===== config.mk =====
export PLATFORM = sky130hd
export DESIGN_NAME = band_handle_cache_round_robin_core
export DESIGN_NICKNAME = d
export VERILOG_FILES = /design/src/hw/rtl/bhc_pkg.sv /design/src/hw/rtl/bhc_tags.sv /design/src/hw/rtl/bhc_decide.sv /design/src/hw/rtl/band_handle_cache_round_robin_core.sv
export SDC_FILE = /design/constraint.sdc
export NUM_CORES = 1
export LEC_CHECK = 0
export BUFFER_PORTS_ARGS = -buffer_cell sky130_fd_sc_hd__buf_2
export CAP_MARGIN = 20
export CORE_MARGIN = 10
export CORE_UTILIZATION = 56
export DETAILED_ROUTE_END_ITERATION = 7
export PLACE_DENSITY = 0.75
export SLEW_MARGIN = 20
export SYNTH_ARGS = -nofsm -noshare
export SYNTH_HDL_FRONTEND = slang
export SYNTH_HIERARCHICAL = 1
export SYNTH_SLANG_ARGS = --single-unit

===== constraint.sdc =====
create_clock -name clk -period 5.5 [get_ports clk]
set_clock_uncertainty 0.05 [all_clocks]
set_input_delay 1.65 -clock clk [delete_from_list [all_inputs] [get_ports clk]]
set_output_delay 1.65 -clock clk [all_outputs]
set_load 0.02 [all_outputs]

===== src/hw/rtl/bhc_pkg.sv =====
// shared types and constants of the band handle cache
`timescale 1ns / 1ps

package bhc_pkg;

  // stream payload widths
  localparam int IN_TDATA_W  = 40;
  localparam int OUT_TDATA_W = 24;
  localparam int DRIVE_W     = 3;
  localparam int BAND_W      = 32;
  localparam int OUT_SLOT_W  = 4;
  localparam int MASK_W      = 16;

  // slot status, ordered so that a higher code satisfies a lower need
  typedef enum logic [1:0] {
    ST_EMPTY   = 2'd0,
    ST_MISSING = 2'd1,
    ST_FILE    = 2'd2
  } status_t;

  // request kind carried in tuser
  typedef enum logic {
    KIND_LOOKUP = 1'b0,
    KIND_CLOSE  = 1'b1
  } kind_t;

  // backing store answer on a miss
  localparam logic [1:0] OPEN_OK      = 2'd0;
  localparam logic [1:0] OPEN_MISSING = 2'd1;

  // result outcome codes
  localparam logic [1:0] OC_HIT   = 2'd0;
  localparam logic [1:0] OC_FILL  = 2'd1;
  localparam logic [1:0] OC_ERROR = 2'd2;

  // one registered request
  typedef struct packed {
    kind_t               kind;
    logic [DRIVE_W-1:0]  drive;
    logic [BAND_W-1:0]   band;
    logic                want_write;
    logic [1:0]          open_outcome;
  } req_t;

  // one result item
  typedef struct packed {
    logic [1:0]            outcome;
    logic [OUT_SLOT_W-1:0] slot;
    logic                  has_file;
    logic                  close_old;
    logic [MASK_W-1:0]     closed_mask;
  } res_t;

  // slot store update command
  typedef struct packed {
    logic               fill;
    logic               clear;
    status_t            new_status;
    logic [DRIVE_W-1:0] drive;
    logic [BAND_W-1:0]  band;
  } upd_t;

endpackage


===== src/hw/rtl/bhc_tags.sv =====
// slot store: status, drive and band tags with per-slot compare
`timescale 1ns / 1ps

module bhc_tags #(
  parameter int SLOTS  = 16,
  parameter int SLOT_W = 4
) (
  input  logic                          clk,
  input  logic                          rst_n,
  input  logic                          en,
  input  bhc_pkg::upd_t                 upd,
  input  logic [SLOT_W-1:0]             victim,
  input  logic [SLOTS-1:0]              clear_vec,
  input  logic [bhc_pkg::DRIVE_W-1:0]   req_drive,
  input  logic [bhc_pkg::BAND_W-1:0]    req_band,
  output bhc_pkg::status_t [SLOTS-1:0]  status,
  output logic [SLOTS-1:0]              drive_eq,
  output logic [SLOTS-1:0]              full_eq
);
  import bhc_pkg::*;

  status_t [SLOTS-1:0]  status_r;
  logic [DRIVE_W-1:0]   drive_r [SLOTS];
  logic [BAND_W-1:0]    band_r [SLOTS];

  assign status = status_r;

  // compare lanes, only live slots count
  always_comb begin
    for (int i = 0; i < SLOTS; i++) begin
      drive_eq[i] = (status_r[i] != ST_EMPTY) && (drive_r[i] == req_drive);
      full_eq[i]  = drive_eq[i] && (band_r[i] == req_band);
    end
  end

  // status update: fill one slot or clear a set of slots
  always_ff @(posedge clk) begin
    if (!rst_n) begin
      status_r <= '{default: ST_EMPTY};
    end else if (en) begin
      for (int i = 0; i < SLOTS; i++) begin
        if (upd.clear && clear_vec[i]) begin
          status_r[i] <= ST_EMPTY;
        end else if (upd.fill && (victim == SLOT_W'(i))) begin
          status_r[i] <= upd.new_status;
        end
      end
    end
  end

  // tag write on fill
  always_ff @(posedge clk) begin
    if (en && upd.fill) begin
      drive_r[victim] <= upd.drive;
      band_r[victim]  <= upd.band;
    end
  end

endmodule


===== src/hw/rtl/bhc_decide.sv =====
// lookup and close decision from the compare results
`timescale 1ns / 1ps

module bhc_decide #(
  parameter int SLOTS  = 16,
  parameter int DRIVES = 8,
  parameter int SLOT_W = 4
) (
  input  bhc_pkg::req_t                 req,
  input  bhc_pkg::status_t [SLOTS-1:0]  status,
  input  logic [SLOTS-1:0]              drive_eq,
  input  logic [SLOTS-1:0]              full_eq,
  input  logic [SLOT_W-1:0]             ptr,
  output bhc_pkg::res_t                 res,
  output bhc_pkg::upd_t                 upd,
  output logic [SLOT_W-1:0]             victim,
  output logic [SLOTS-1:0]              clear_vec,
  output logic                          ptr_adv
);
  import bhc_pkg::*;

  logic                 drive_ok;
  logic                 found;
  logic [SLOT_W-1:0]    found_idx;
  status_t              found_st;
  status_t              need;
  status_t              new_st;
  logic                 open_fail;
  logic                 hit;
  logic                 old_file;
  logic [SLOT_W+3:0]    slot_ext;
  logic [SLOT_W+3:0]    found_ext;

  assign drive_ok = 32'(req.drive) < 32'(DRIVES);

  // first matching slot, lowest index wins
  always_comb begin
    found_idx = '0;
    for (int i = SLOTS - 1; i >= 0; i--) begin
      if (full_eq[i]) begin
        found_idx = SLOT_W'(i);
      end
    end
  end

  assign found    = |full_eq;
  assign found_st = status[found_idx];
  assign need     = req.want_write ? ST_FILE : ST_MISSING;
  assign hit      = found && (found_st >= need);

  // status to fill with, or an open failure
  always_comb begin
    new_st    = ST_FILE;
    open_fail = 1'b0;
    if (req.open_outcome == OPEN_OK) begin
      new_st = ST_FILE;
    end else if ((req.open_outcome == OPEN_MISSING) && !req.want_write) begin
      new_st = ST_MISSING;
    end else begin
      open_fail = 1'b1;
    end
  end

  // victim: refill a weak match in place, else the round-robin slot
  assign victim    = found ? found_idx : ptr;
  assign old_file  = status[victim] == ST_FILE;
  assign slot_ext  = {4'b0, victim};
  assign found_ext = {4'b0, found_idx};

  // close vector
  assign clear_vec = drive_ok ? drive_eq : '0;

  // result and update
  always_comb begin
    res            = '0;
    upd.fill       = 1'b0;
    upd.clear      = 1'b0;
    upd.new_status = new_st;
    upd.drive      = req.drive;
    upd.band       = req.band;
    ptr_adv        = 1'b0;
    if (req.kind == KIND_CLOSE) begin
      upd.clear = 1'b1;
      res.outcome = OC_HIT;
      for (int i = 0; i < MASK_W; i++) begin
        if (i < SLOTS) begin
          res.closed_mask[i] = clear_vec[i];
        end
      end
    end else if (!drive_ok) begin
      res.outcome = OC_ERROR;
    end else if (hit) begin
      res.outcome  = OC_HIT;
      res.slot     = found_ext[OUT_SLOT_W-1:0];
      res.has_file = found_st == ST_FILE;
    end else if (open_fail) begin
      res.outcome = OC_ERROR;
    end else begin
      upd.fill      = 1'b1;
      ptr_adv       = !found;
      res.outcome   = OC_FILL;
      res.slot      = slot_ext[OUT_SLOT_W-1:0];
      res.has_file  = new_st == ST_FILE;
      res.close_old = old_file;
    end
  end

endmodule


===== src/hw/rtl/band_handle_cache_round_robin_core.sv =====
// top level of the band handle cache with round-robin replacement
`timescale 1ns / 1ps

// Fully associative cache of band handles. A lookup or close item is
// accepted into an input register; once the output register can take a
// result, its drive and band are compared against every slot at once, the
// slot store and the round-robin pointer are updated and the result lands in
// the output register. One item is taken per cycle while the output is not
// stalled. The compare across all SLOTS tag lanes is combinational, which
// lets each item see the store as the item before left it. A stalled result
// holds the output register and, once the input register is also full,
// in_tready drops. No clearing pass after reset: all slots read empty at once.

module band_handle_cache_round_robin_core #(
  parameter int SLOTS  = 16,
  parameter int DRIVES = 8
) (
  input  logic                               clk,
  input  logic                               rst_n,
  input  logic                               in_tvalid,
  output logic                               in_tready,
  // drive[2:0], band_index[34:3], want_write[35], open_outcome[37:36], zero pad
  input  logic [bhc_pkg::IN_TDATA_W-1:0]     in_tdata,
  // kind[0]
  input  logic                               in_tuser,
  output logic                               out_tvalid,
  input  logic                               out_tready,
  // outcome[1:0], slot[5:2], has_file[6], close_old[7], closed_mask[23:8]
  output logic [bhc_pkg::OUT_TDATA_W-1:0]    out_tdata
);
  import bhc_pkg::*;

  localparam int SLOT_W = $clog2(SLOTS);

  logic                 in_valid_r;
  req_t                 req_r;
  logic                 out_valid_r;
  res_t                 res_r;
  logic [SLOT_W-1:0]    ptr_r;
  logic [SLOT_W-1:0]    ptr_nxt;
  logic                 advance;
  logic                 proc;
  status_t [SLOTS-1:0]  status;
  logic [SLOTS-1:0]     drive_eq;
  logic [SLOTS-1:0]     full_eq;
  logic [SLOTS-1:0]     clear_vec;
  logic [SLOT_W-1:0]    victim;
  logic                 ptr_adv;
  res_t                 res;
  upd_t                 upd;

  // handshake
  assign advance   = !out_valid_r || out_tready;
  assign in_tready = !in_valid_r || advance;
  assign proc      = in_valid_r && advance;

  assign out_tvalid = out_valid_r;
  assign out_tdata  = {res_r.closed_mask, res_r.close_old, res_r.has_file,
                       res_r.slot, res_r.outcome};

  // round-robin pointer wrap
  assign ptr_nxt = (ptr_r == SLOT_W'(SLOTS - 1)) ? '0 : ptr_r + 1'b1;

  // control registers
  always_ff @(posedge clk) begin
    if (!rst_n) begin
      in_valid_r  <= 1'b0;
      out_valid_r <= 1'b0;
      ptr_r       <= '0;
    end else begin
      if (in_tready) begin
        in_valid_r <= in_tvalid;
      end
      if (advance) begin
        out_valid_r <= in_valid_r;
      end
      if (proc && ptr_adv) begin
        ptr_r <= ptr_nxt;
      end
    end
  end

  // payload registers
  always_ff @(posedge clk) begin
    if (in_tready && in_tvalid) begin
      req_r.kind         <= kind_t'(in_tuser);
      req_r.drive        <= in_tdata[2:0];
      req_r.band         <= in_tdata[34:3];
      req_r.want_write   <= in_tdata[35];
      req_r.open_outcome <= in_tdata[37:36];
    end
    if (proc) begin
      res_r <= res;
    end
  end

  bhc_tags #(
    .SLOTS  (SLOTS),
    .SLOT_W (SLOT_W)
  ) u_tags (
    .clk       (clk),
    .rst_n     (rst_n),
    .en        (proc),
    .upd       (upd),
    .victim    (victim),
    .clear_vec (clear_vec),
    .req_drive (req_r.drive),
    .req_band  (req_r.band),
    .status    (status),
    .drive_eq  (drive_eq),
    .full_eq   (full_eq)
  );

  bhc_decide #(
    .SLOTS  (SLOTS),
    .DRIVES (DRIVES),
    .SLOT_W (SLOT_W)
  ) u_decide (
    .req       (req_r),
    .status    (status),
    .drive_eq  (drive_eq),
    .full_eq   (full_eq),
    .ptr       (ptr_r),
    .res       (res),
    .upd       (upd),
    .victim    (victim),
    .clear_vec (clear_vec),
    .ptr_adv   (ptr_adv)
  );

endmodule


# Word-level counts from Yosys, hierarchy flattened
# Memory sizes are Yosys's and may differ from the RTL's.
# Cells that the tools add are included.
[op_classes] order_cmp=3 n_reduce_logical=129 addsub=1 mux=71 eq_ne=52
[op_table] cell="== test 32 bit" n=16
[op_table] cell="two-way mux 2 bit" n=38
[op_table] cell="two-way mux 4 bit" n=18
[op_table] cell="logical AND 1 bit" n=70
[op_table] cell="nonzero test 2 bit" n=32
[op_table] cell="== test 3 bit" n=16
[op_table] cell="== test 4 bit, second input constant" n=9
[op_table] cell="AND reduction 2 bit" n=16
[op_table] cell="binary-select mux 2 bit (select 4 bit)" n=2
[op_table] cell="== test 4 x 3 -> 1 bit, second input constant" n=4
[op_table] cell="OR reduction 16 bit" n=1
[op_table] cell="two-way mux 1 bit" n=11
[op_table] cell="< comparator 4 x 5 -> 1 bit, second input constant" n=2
[op_table] cell="== test 4 x 2 -> 1 bit, second input constant" n=2
[op_table] cell="== test 2 bit, second input constant" n=3
[op_table] cell="two-way mux 6 bit" n=1
[op_table] cell="two-way mux 5 bit" n=1
[op_table] cell="adder 4 x 1 -> 4 bit, second input constant" n=1
[op_table] cell="== test 4 x 1 -> 1 bit, second input constant" n=1
[op_table] cell="logical NOT 1 bit" n=4
[op_table] cell="logical NOT 4 bit" n=1
[op_table] cell="OR reduction 3 bit" n=1
[op_table] cell="== test 2 x 1 -> 1 bit, second input constant" n=1
[op_table] cell="greater-or-equal comparator 2 bit" n=1
[op_table] cell="other kinds (3)" n=4
[word_totals] wordCells=287 mem_bits_rw=560 n_memories=2 register_bits=101
[memory_table] name="u_tags.band_r" depth=16 word_bits=32 read_ports=16 rd_clocked_by_memory_dff=0 write_ports=1 line="bhc_tags.sv:24" source="logic [BAND_W-1:0] band_r [SLOTS];"
[memory_table] name="u_tags.drive_r" depth=16 word_bits=3 read_ports=16 rd_clocked_by_memory_dff=0 write_ports=1 line="bhc_tags.sv:23" source="logic [DRIVE_W-1:0] drive_r [SLOTS];"

# Depth between registers and ports, before layout
# Gate-level depths: netlist of run 1.
# An unclocked memory read counts as a cell.
[logic_depth] ltp_word=29 depth_mapped=26 ltp_nobuf=22

# Cells and area by module
# The synthesis of run 1 kept the hierarchy.
[modules_own_cells] mod="bhc_tags" cells_per_inst=1607 n_inst=1 area_per_inst_um2=25286.8
[modules_own_cells] mod="band_handle_cache_round_robin_core" cells_per_inst=100 n_inst=1 area_per_inst_um2=2203.4
[modules_own_cells] mod="bhc_decide" cells_per_inst=225 n_inst=1 area_per_inst_um2=1495.2

# Worst setup path before layout of run 1
# OpenSTA, ideal clock, no wires.
[synth_path] kind="reg2reg" from="register req_r[27] (netlist bit)" to="memory u_tags.band_r[3][0] (enable)" setup_time_ns=0.391 required_time_ns=5.059 path_slack_ns=0.009 synth_period_minus_slack_ns=5.491 arrival_ns=5.050 n_path_buf=4 stages_incl_launch_ff=25 path_cell_list="edfxtp_1 > buf_2 > buf_4 > xnor2_1 > nand4_1 > nor4_1 > and3_1 > nor4_1 > nand2_1 > nand3_1 > buf_2 > mux2i_1 > a21oi_1 > a22oi_1 > nand2_1 > nand2_1 > ha_1 > nand2b_1 > a21oi_1 > nor2_2 > nor3_1 > buf_4 > and4bb_2 > nand3_1 > inv_1"
[synth_lines] item="from (decl)" line="band_handle_cache_round_robin_core.sv:36" source="req_t req_r;"
[synth_lines] item="to (decl)" line="bhc_tags.sv:24"

# Worst setup path after layout of run 1
[layout_path] from="register req_r[4] (netlist bit)" to="memory u_tags.band_r[7][17] (enable)"
[layout_lines] item="== test 32 bit *" line="bhc_tags.sv:32" source="full_eq[i] = drive_eq[i] && (band_r[i] == req_band);"
[layout_lines] item="logical AND 1 bit *" line="bhc_tags.sv:32"
[layout_lines] item="via full_eq[5]" line="band_handle_cache_round_robin_core.sv:45" source="logic [SLOTS-1:0] full_eq;"
[layout_lines] item="two-way mux 4 bit (6 in a row)" line="bhc_decide.sv:40" source="if (full_eq[i]) begin"
[layout_lines] item="binary-select mux 2 bit (select 4 bit)" line="bhc_decide.sv:47" source="assign found_st = status[found_idx];"
[layout_lines] item="two-way mux 2 bit (implied by the code)" line="bhc_decide.sv:47"
[layout_lines] item="greater-or-equal comparator 2 bit" line="bhc_decide.sv:49" source="assign hit = found && (found_st >= need);"
[layout_lines] item="logical AND 1 bit" line="bhc_decide.sv:49"
[layout_lines] item="two-way mux 1 bit" line="bhc_decide.sv:92" source="end else if (hit) begin"
[layout_lines] item="two-way mux 1 bit" line="bhc_decide.sv:82" source="if (req.kind == KIND_CLOSE) begin"
[layout_lines] item="logical AND 1 bit" line="bhc_tags.sv:53" source="if (en && upd.fill) begin"
[layout_lines] item="two-way mux 1 bit" line="bhc_tags.sv:53"
[layout_lines] item="two-way mux 1 bit (implied by the code)" line="bhc_tags.sv:55" source="band_r[victim] <= upd.band;"
# Mark *: on every way through the listed nets, which the timed path passes. The rest lies on a longest branch. The select of a mux whose other input is x is not followed.

==> results.json, run 1 <==
{
  "grt_antenna_before_repair": 1,
  "finalHoldViolations": 0,
  "wire_length_reported_by_the_detailed_router_mm": 73.9,
  "p_clk_frac": 0.415,
  "postSynthCellCount": 1932,
  "power_frac_comb": 0.064,
  "timing_worst_setup_path_type": "register to register",
  "setup_violations": 0,
  "outcome": "completed",
  "min_delay_path_depth": 2,
  "drt-pass1-iter-count": 5,
  "route.vias.total": 17300,
  "clock_sink_count": 661,
  "track_usage": 0.230,
  "fmaxAchievable_ghz": 0.182,
  "timing.reg2reg.setup_slack_ps": 20,
  "vias_in_the_first_global_route": 17000,
  "leak_nw": 11.6,
  "dr.first_iter.drc_count": 1823,
  "synth_seq_area_share": 0.672,
  "final.period_utilization": 0.997,
  "ys_top_cells_by_area": "sky130_fd_sc_hd__edfxtp_1 65%, sky130_fd_sc_hd__xnor2_1 16%, sky130_fd_sc_hd__nand4_1 3.0%",
  "final_net_count": 2304,
  "setup.worst_path.end_class": "register",
  "pin_count": 71,
  "drt_drc": 0,
  "pin_count_of_the_biggest_net_entering_global_routing": 38,
  "critical_path.max_fanout": 15,
  "path_clk_slew_ps": 60,
  "cp_data_arrival_time_ps": 5760,
  "synthDominantAreaCellType": "sky130_fd_sc_hd__edfxtp_1",
  "antennaDiodeCount": 0,
  "worst-endpoint-required_ps": 5770,
  "max_slew.worst_pin.slew_ps": 782,
  "synthesis_warnings": 6,
  "max-slew-margin-rel": 0.474,
  "cap_violations": 0,
  "worst_skew_pair.late_latency_ps": 610,
  "drt-vias-per-instance": 5.80,
  "whs_endpoint": "u_tags/status[8]",
  "timing.rr.start": "req_r[4]",
  "die_height_um": 248,
  "finalPower_w": 0.0107,
  "core-area_um2": 51300,
  "place.detailed.hpwl_mm": 46.4,
  "finalMaxSlewViolations": 0,
  "area_growth_pct": 21.9,
  "num_rows": 83,
  "worstReg2RegEnd": "u_tags/band_r[7][17]",
  "pre_cts_slack_ps": -353,
  "synthesis.area_per_instance_um2": 15.0,
  "hold_path_startpoint": "u_tags/status[8]",
  "synth_edf_count": 623,
  "worst_path_largest_cell_delay_ps": 470,
  "globalplace.congestion": 0.923,
  "numCtsBuffers": 69,
  "maximum_number_of_buffers_from_clock_root_to_sink": 3,
  "internal_power_w": 0.00837,
  "synth_most_common_cell": "sky130_fd_sc_hd__edfxtp_1",
  "cts_tree": "done",
  "layout_min_cycle_time_ps": 5480,
  "cts-htree-levels": 3,
  "initial_utilization": 0.565,
  "fp.dieW_um": 248,
  "synth_commonest_cells": "623 x sky130_fd_sc_hd__edfxtp_1, 527 x sky130_fd_sc_hd__xnor2_1, 138 x sky130_fd_sc_hd__nand4_1",
  "finish.utilization": 0.689,
  "post-synth-top-area-fraction": 0.645,
  "worstHoldPathType": "register to register",
  "antenna_left": 0,
  "power-per-cell-area_nw_per_um2": 302,
  "post_syn_area_um2": 29000,
  "dominantRegCellSynth": "sky130_fd_sc_hd__edfxtp_1",
  "critical-path-top-cell-by-count": "sky130_fd_sc_hd__buf_4",
  "ratio_of_cells_with_drive_above_1_in_the_final_layout": 0.258,
  "ff2ff_path_depth": 26,
  "port-buffer-count": 68,
  "synth_cell_types": 65,
  "vdd_ir_drop_max_uv": 211,
  "smallest_setup_slack_after_layout_ps": 18.6,
  "asyncSetResetFlopFracSynth": 0,
  "synth_seq_cells": 661,
  "cp_slowest_cell": "sky130_fd_sc_hd__edfxtp_1",
  "cp-start-kind": "register",
  "power.switching_fraction": 0.215,
  "grt_overflow": 0,
  "tightest_hold_margin_ps": 467,
  "post_cts_hold_buffer_count": 0,
  "synth.net_count": 1980,
  "die_area_um2": 61300,
  "rsz0062_at_grt": "yes",
  "grt_pass1_wl_mm": 105,
  "p_sw_w": 0.00229,
  "seqPwrFrac": 0.521,
  "ctsRootBufferMaster": "sky130_fd_sc_hd__clkbuf_16",
  "wl_per_cell_um": 24.7
}
power groups by stage:
stage	combinational, W	clock, W	sequential (W)
global placement	0.000616	0	0.00566
CTS	0.000648	0.00449	0.00555
finish	0.000685	0.00442	0.00555
floorplan	0.000411	0	0.00566
global route	0.000727	0.00470	0.00555
detailed placement	0.000635	0	0.00566
cell families (layout without fill, tap and decap cells):
kind of cell / after synthesis / after routing / share of synthesized area
flip-flops: 661 / 661 / 0.672
buffers and inverters: 169 / 545 / 0.0458
XOR/XNOR: 560 / 560 / 0.169
AO/OA/AOI/OAI: 96 / 96 / 0.0224
adder cells (fa/ha/maj): 3 / 3 / 0.00130
multiplexers: 13 / 13 / 0.00449
AND/OR/NAND/NOR: 430 / 430 / 0.0849
cell type report:
type                    instances  area, µm²
multi-input cells            1102       8790
inverters                      26        176
clock inverters                37        307
flip-flops and latches        661      19500
fillers                      3278      16000
repair buffers                396       3950
clock buffers                  86       1810
well taps                     680        851
through the flow:
| step | TNS [ps] | area (µm²) | cells |
|---|---|---|---|
| 2_1_floorplan | 0 | 29000 | 1932 |
| 3_3_place_gp | -64110 | 31700 | 2817 |
| 3_5_place_dp | -111790 | 31700 | 2817 |
| 4_1_cts | -678 | 34300 | 2955 |
| 5_1_grt | -57320 | 35300 | 2988 |
| 6_report | 0 | 35300 | 2988 |
critical path, delay by kind of cell (launching register included):
family	cells	cell delay, ps
XOR/XNOR	1	190
AO/OA/AOI/OAI	4	1090
AND/OR/NAND/NOR	12	1890
flip-flops	1	470
buffers and inverters	8	1270
adder cells (fa/ha/maj)	1	240
how the worst max path moves through the flow:
stage | startpoint | end | slack, ps
after floorplan | req_r[27] | u_tags/band_r[3][0] | 9
after global placement | req_r[10] | u_tags/band_r[11][3] | -170
after detailed placement | req_r[29] | u_tags/status[0] | -350
after CTS | req_r[25] | u_tags/band_r[0][27] | -20
after global routing | req_r[4] | u_tags/band_r[7][27] | -180
final | req_r[4] | u_tags/band_r[7][17] | 20
placed cells by master (no fill, tap or decap), types with 19 or more instances in the layout:
cell	synthesis	routed
sky130_fd_sc_hd__nand2_1	49	40
sky130_fd_sc_hd__nor3_1	22	21
sky130_fd_sc_hd__a21boi_1	0	19
sky130_fd_sc_hd__buf_6	49	21
sky130_fd_sc_hd__xor2_1	32	32
sky130_fd_sc_hd__o21ai_0	21	20
sky130_fd_sc_hd__buf_4	65	229
sky130_fd_sc_hd__nand4_1	138	138
sky130_fd_sc_hd__nand3_1	86	81
sky130_fd_sc_hd__clkbuf_16	0	81
sky130_fd_sc_hd__buf_2	10	68
sky130_fd_sc_hd__nor2_1	21	20
sky130_fd_sc_hd__buf_12	2	55
sky130_fd_sc_hd__xnor2_1	527	512
sky130_fd_sc_hd__edfxtp_1	623	623
sky130_fd_sc_hd__dfxtp_1	38	38
routing by layer:
metal  GRT usage  vias to the layer above  share of wire
li1            -                     7685              -
met1       0.300                     8704           0.40
met2       0.373                      800           0.48
met3      0.0478                      141          0.082
met4      0.0927                        0          0.036
met5           0                        -              0
flip-flops by register name (all words and copies together) (netlist names):
register and count:
out_tvalid 1, out_tdata 24, in_valid_r 1, u_tags/band_r 512, u_tags/drive_r 48, req_r 39
u_tags/status 32, ptr_r 4
repair_timing:
item | in CTS | in global routing
endpoints found under the setup margin | 592 | 592
setup buffers | 6 | 20
gates resized for setup | 61 | 149
gates cloned | 9 | 13
pin swaps | 8 | 43
No activity file was read; power rests on OpenSTA's default activity.
==> run 2, diff against run 1 <==
--- a/config.mk
+++ b/config.mk
@@ -8,9 +8,8 @@
 export BUFFER_PORTS_ARGS = -buffer_cell sky130_fd_sc_hd__buf_2
 export CAP_MARGIN = 20
 export CORE_MARGIN = 10
-export CORE_UTILIZATION = 56
+export CORE_UTILIZATION = 41
 export DETAILED_ROUTE_END_ITERATION = 7
-export PLACE_DENSITY = 0.75
 export SLEW_MARGIN = 20
 export SYNTH_ARGS = -nofsm -noshare
 export SYNTH_HDL_FRONTEND = slang
==> run 2 against run 1 <==
Net effect:
- the run now ends with setup timing left
- cell count up 12%
- total power up 3.8%
- maximum frequency down 1.2%
- flip-flop and latch count unchanged
- global-route usage down 4.8 points
- clock power up 8.6%
- register-to-register slack worse by 70 ps
- core utilization down 16 points
- critical path depth down 1
- highest routed layer is now met5
- routed wire length up 9.8%
- clock-buffer cell count up 6
- first-iteration DRC count down 28%
==> results.json, run 2 (same netlist as run 1, synthesis figures left out) <==
{
  "grt_pass1_wl_mm": 112,
  "fmaxAchievable_ghz": 0.180,
  "regArea_um2": 19500,
  "drt-vias-per-instance": 5.25,
  "dr.first_iter.drc_count": 1311,
  "finalNonFillerCells": 3334,
  "commonest_non_fill_non_tap_cells_in_the_layout": "623 x sky130_fd_sc_hd__edfxtp_1, 512 x sky130_fd_sc_hd__xnor2_1, 280 x sky130_fd_sc_hd__buf_4",
  "layout_min_cycle_time_ps": 5550,
  "max_slew.worst_pin.slew_ps": 1150,
  "filler_cell_count": 5703,
  "multi_input_gate_area_um2": 8740,
  "setup_violations": 165,
  "finish.utilization": 0.526,
  "globalplace.congestion": 0.863,
  "worstHoldPathType": "register to register",
  "cp_data_arrival_time_ps": 5800,
  "setup.worst_path.end_class": "register",
  "cp-start-kind": "register",
  "fp.dieW_um": 286,
  "rsz0062_at_grt": "yes",
  "wl_per_cell_um": 24.3,
  "biggestRegsByFlops": "u_tags/band_r (512), u_tags/drive_r (48), req_r (39)",
  "critical_path.max_fanout": 18,
  "vias_in_the_first_global_route": 17100,
  "finalHoldViolations": 0,
  "pin_count": 71,
  "tightest_hold_margin_ps": 448,
  "finalMaxSlewViolations": 0,
  "final.period_utilization": 1.01,
  "power-per-cell-area_nw_per_um2": 301,
  "vdd_ir_drop_max_uv": 219,
  "leak_nw": 12.2,
  "track_usage": 0.182,
  "final.setup.tns_ps": -2680,
  "ratio_of_cells_with_drive_above_1_in_the_final_layout": 0.286,
  "place.detailed.hpwl_mm": 49.3,
  "num_rows": 97,
  "final_net_count": 2383,
  "numCtsBuffers": 73,
  "largest-register": "u_tags/band_r",
  "clock_sink_count": 661,
  "core-area_um2": 70000,
  "antenna_left": 0,
  "smallest_setup_slack_after_layout_ps": -47.8,
  "cts_tree": "done",
  "post_cts_hold_buffer_count": 0,
  "failed_checks": "setup timing",
  "max-slew-margin-rel": 0.236,
  "outcome": "finished with violations",
  "path_clk_slew_ps": 60,
  "worst_skew_pair.late_latency_ps": 640,
  "maximum_number_of_buffers_from_clock_root_to_sink": 3,
  "timing_worst_setup_path_type": "register to register",
  "grt_overflow": 0,
  "ctsRootBufferMaster": "sky130_fd_sc_hd__clkbuf_16",
  "die_area_um2": 81700,
  "drt_drc": 0,
  "route.vias.total": 17500,
  "area_growth_pct": 27.0,
  "cap_violations": 0,
  "finalPower_w": 0.0111,
  "wire_length_reported_by_the_detailed_router_mm": 81.1,
  "initial_utilization": 0.414,
  "antennaDiodeCount": 0,
  "leading_cell_type_in_the_layout_fill_and_taps_excluded": "sky130_fd_sc_hd__edfxtp_1",
  "cts-htree-levels": 3,
  "drt-pass1-iter-count": 5,
  "pin_count_of_the_biggest_net_entering_global_routing": 41,
  "port-buffer-count": 68,
  "die_height_um": 286,
  "grt_antenna_before_repair": 3,
  "largest_reg_flops": 512,
  "worst-endpoint-required_ps": 5750,
  "place_inst": 3100
}
-- run 2: worst paths after layout --
path	startpoint	to	slack (ps)	cells after the start
hold / removal	u_tags/status[23]	u_tags/status[23]	450	2
hold reg to reg	u_tags/status[23]	u_tags/status[23]	450	2
setup reg to reg	req_r[32]	u_tags/band_r[8][17]	-50	25
setup / recovery	req_r[32]	u_tags/band_r[8][17]	-50	25
-- run 2: metal layers --
metal / part of all wire / global-route usage
met4: 0.030 / 0.0545
met2: 0.48 / 0.302
met1: 0.44 / 0.244
met3: 0.051 / 0.0293
met5: 0.00011 / 0
-- run 2: what timing repair did --
action | in CTS | in global routing
setup buffers | 12 | 54
resized for setup | 88 | 142
gates cloned | 9 | 30
pin swaps | 8 | 36
endpoints found under the setup margin | 592 | 592
-- run 2: critical path, cell delays in order, from the launching register on --
cell	delay, ps
sky130_fd_sc_hd__edfxtp_1	430
sky130_fd_sc_hd__buf_12	180
sky130_fd_sc_hd__buf_6	120
sky130_fd_sc_hd__xnor2_2	130
sky130_fd_sc_hd__nand4_1	200
sky130_fd_sc_hd__nor4_2	310
sky130_fd_sc_hd__buf_4	170
sky130_fd_sc_hd__and3_4	200
sky130_fd_sc_hd__or2b_1	230
sky130_fd_sc_hd__a221o_1	400
sky130_fd_sc_hd__a21oi_4	230
sky130_fd_sc_hd__or2_4	210
sky130_fd_sc_hd__buf_6	120
sky130_fd_sc_hd__nand2_1	50
sky130_fd_sc_hd__a221o_1	330
sky130_fd_sc_hd__nand2_1	80
sky130_fd_sc_hd__ha_1	210
sky130_fd_sc_hd__nand2b_1	160
sky130_fd_sc_hd__a21oi_2	180
sky130_fd_sc_hd__nor2_2	70
sky130_fd_sc_hd__nor3_2	150
sky130_fd_sc_hd__buf_4	150
sky130_fd_sc_hd__and4b_2	320
sky130_fd_sc_hd__nand2_1	150
sky130_fd_sc_hd__inv_4	160
sky130_fd_sc_hd__buf_12	180
-- run 2: layout make-up --
type                    instances  area share
flip-flops and latches        661       0.529
multi-input cells            1102       0.237
repair buffers                471       0.134
clock buffers                  92      0.0524
well taps                     940      0.0320
clock inverters                42      0.0110
inverters                      26     0.00455
-- run 2: power by group --
group	leakage [nW]	total (W)	switching [W]	internal, W
Sequential	5.95	0.00555	0.0000210	0.00553
Clock	1.13	0.00480	0.00201	0.00278
Combinational	5.11	0.000717	0.000391	0.000327
Total	12.2	0.0111	0.00242	0.00864
-- run 2: stage by stage --
stage / area [µm²] / worst slack [ps]
finish: 36800 / -47.8
global route: 36800 / -199
CTS: 35200 / 3.94
detailed placement: 32100 / -420
global placement: 32100 / -422
floorplan: 29000 / 9.16
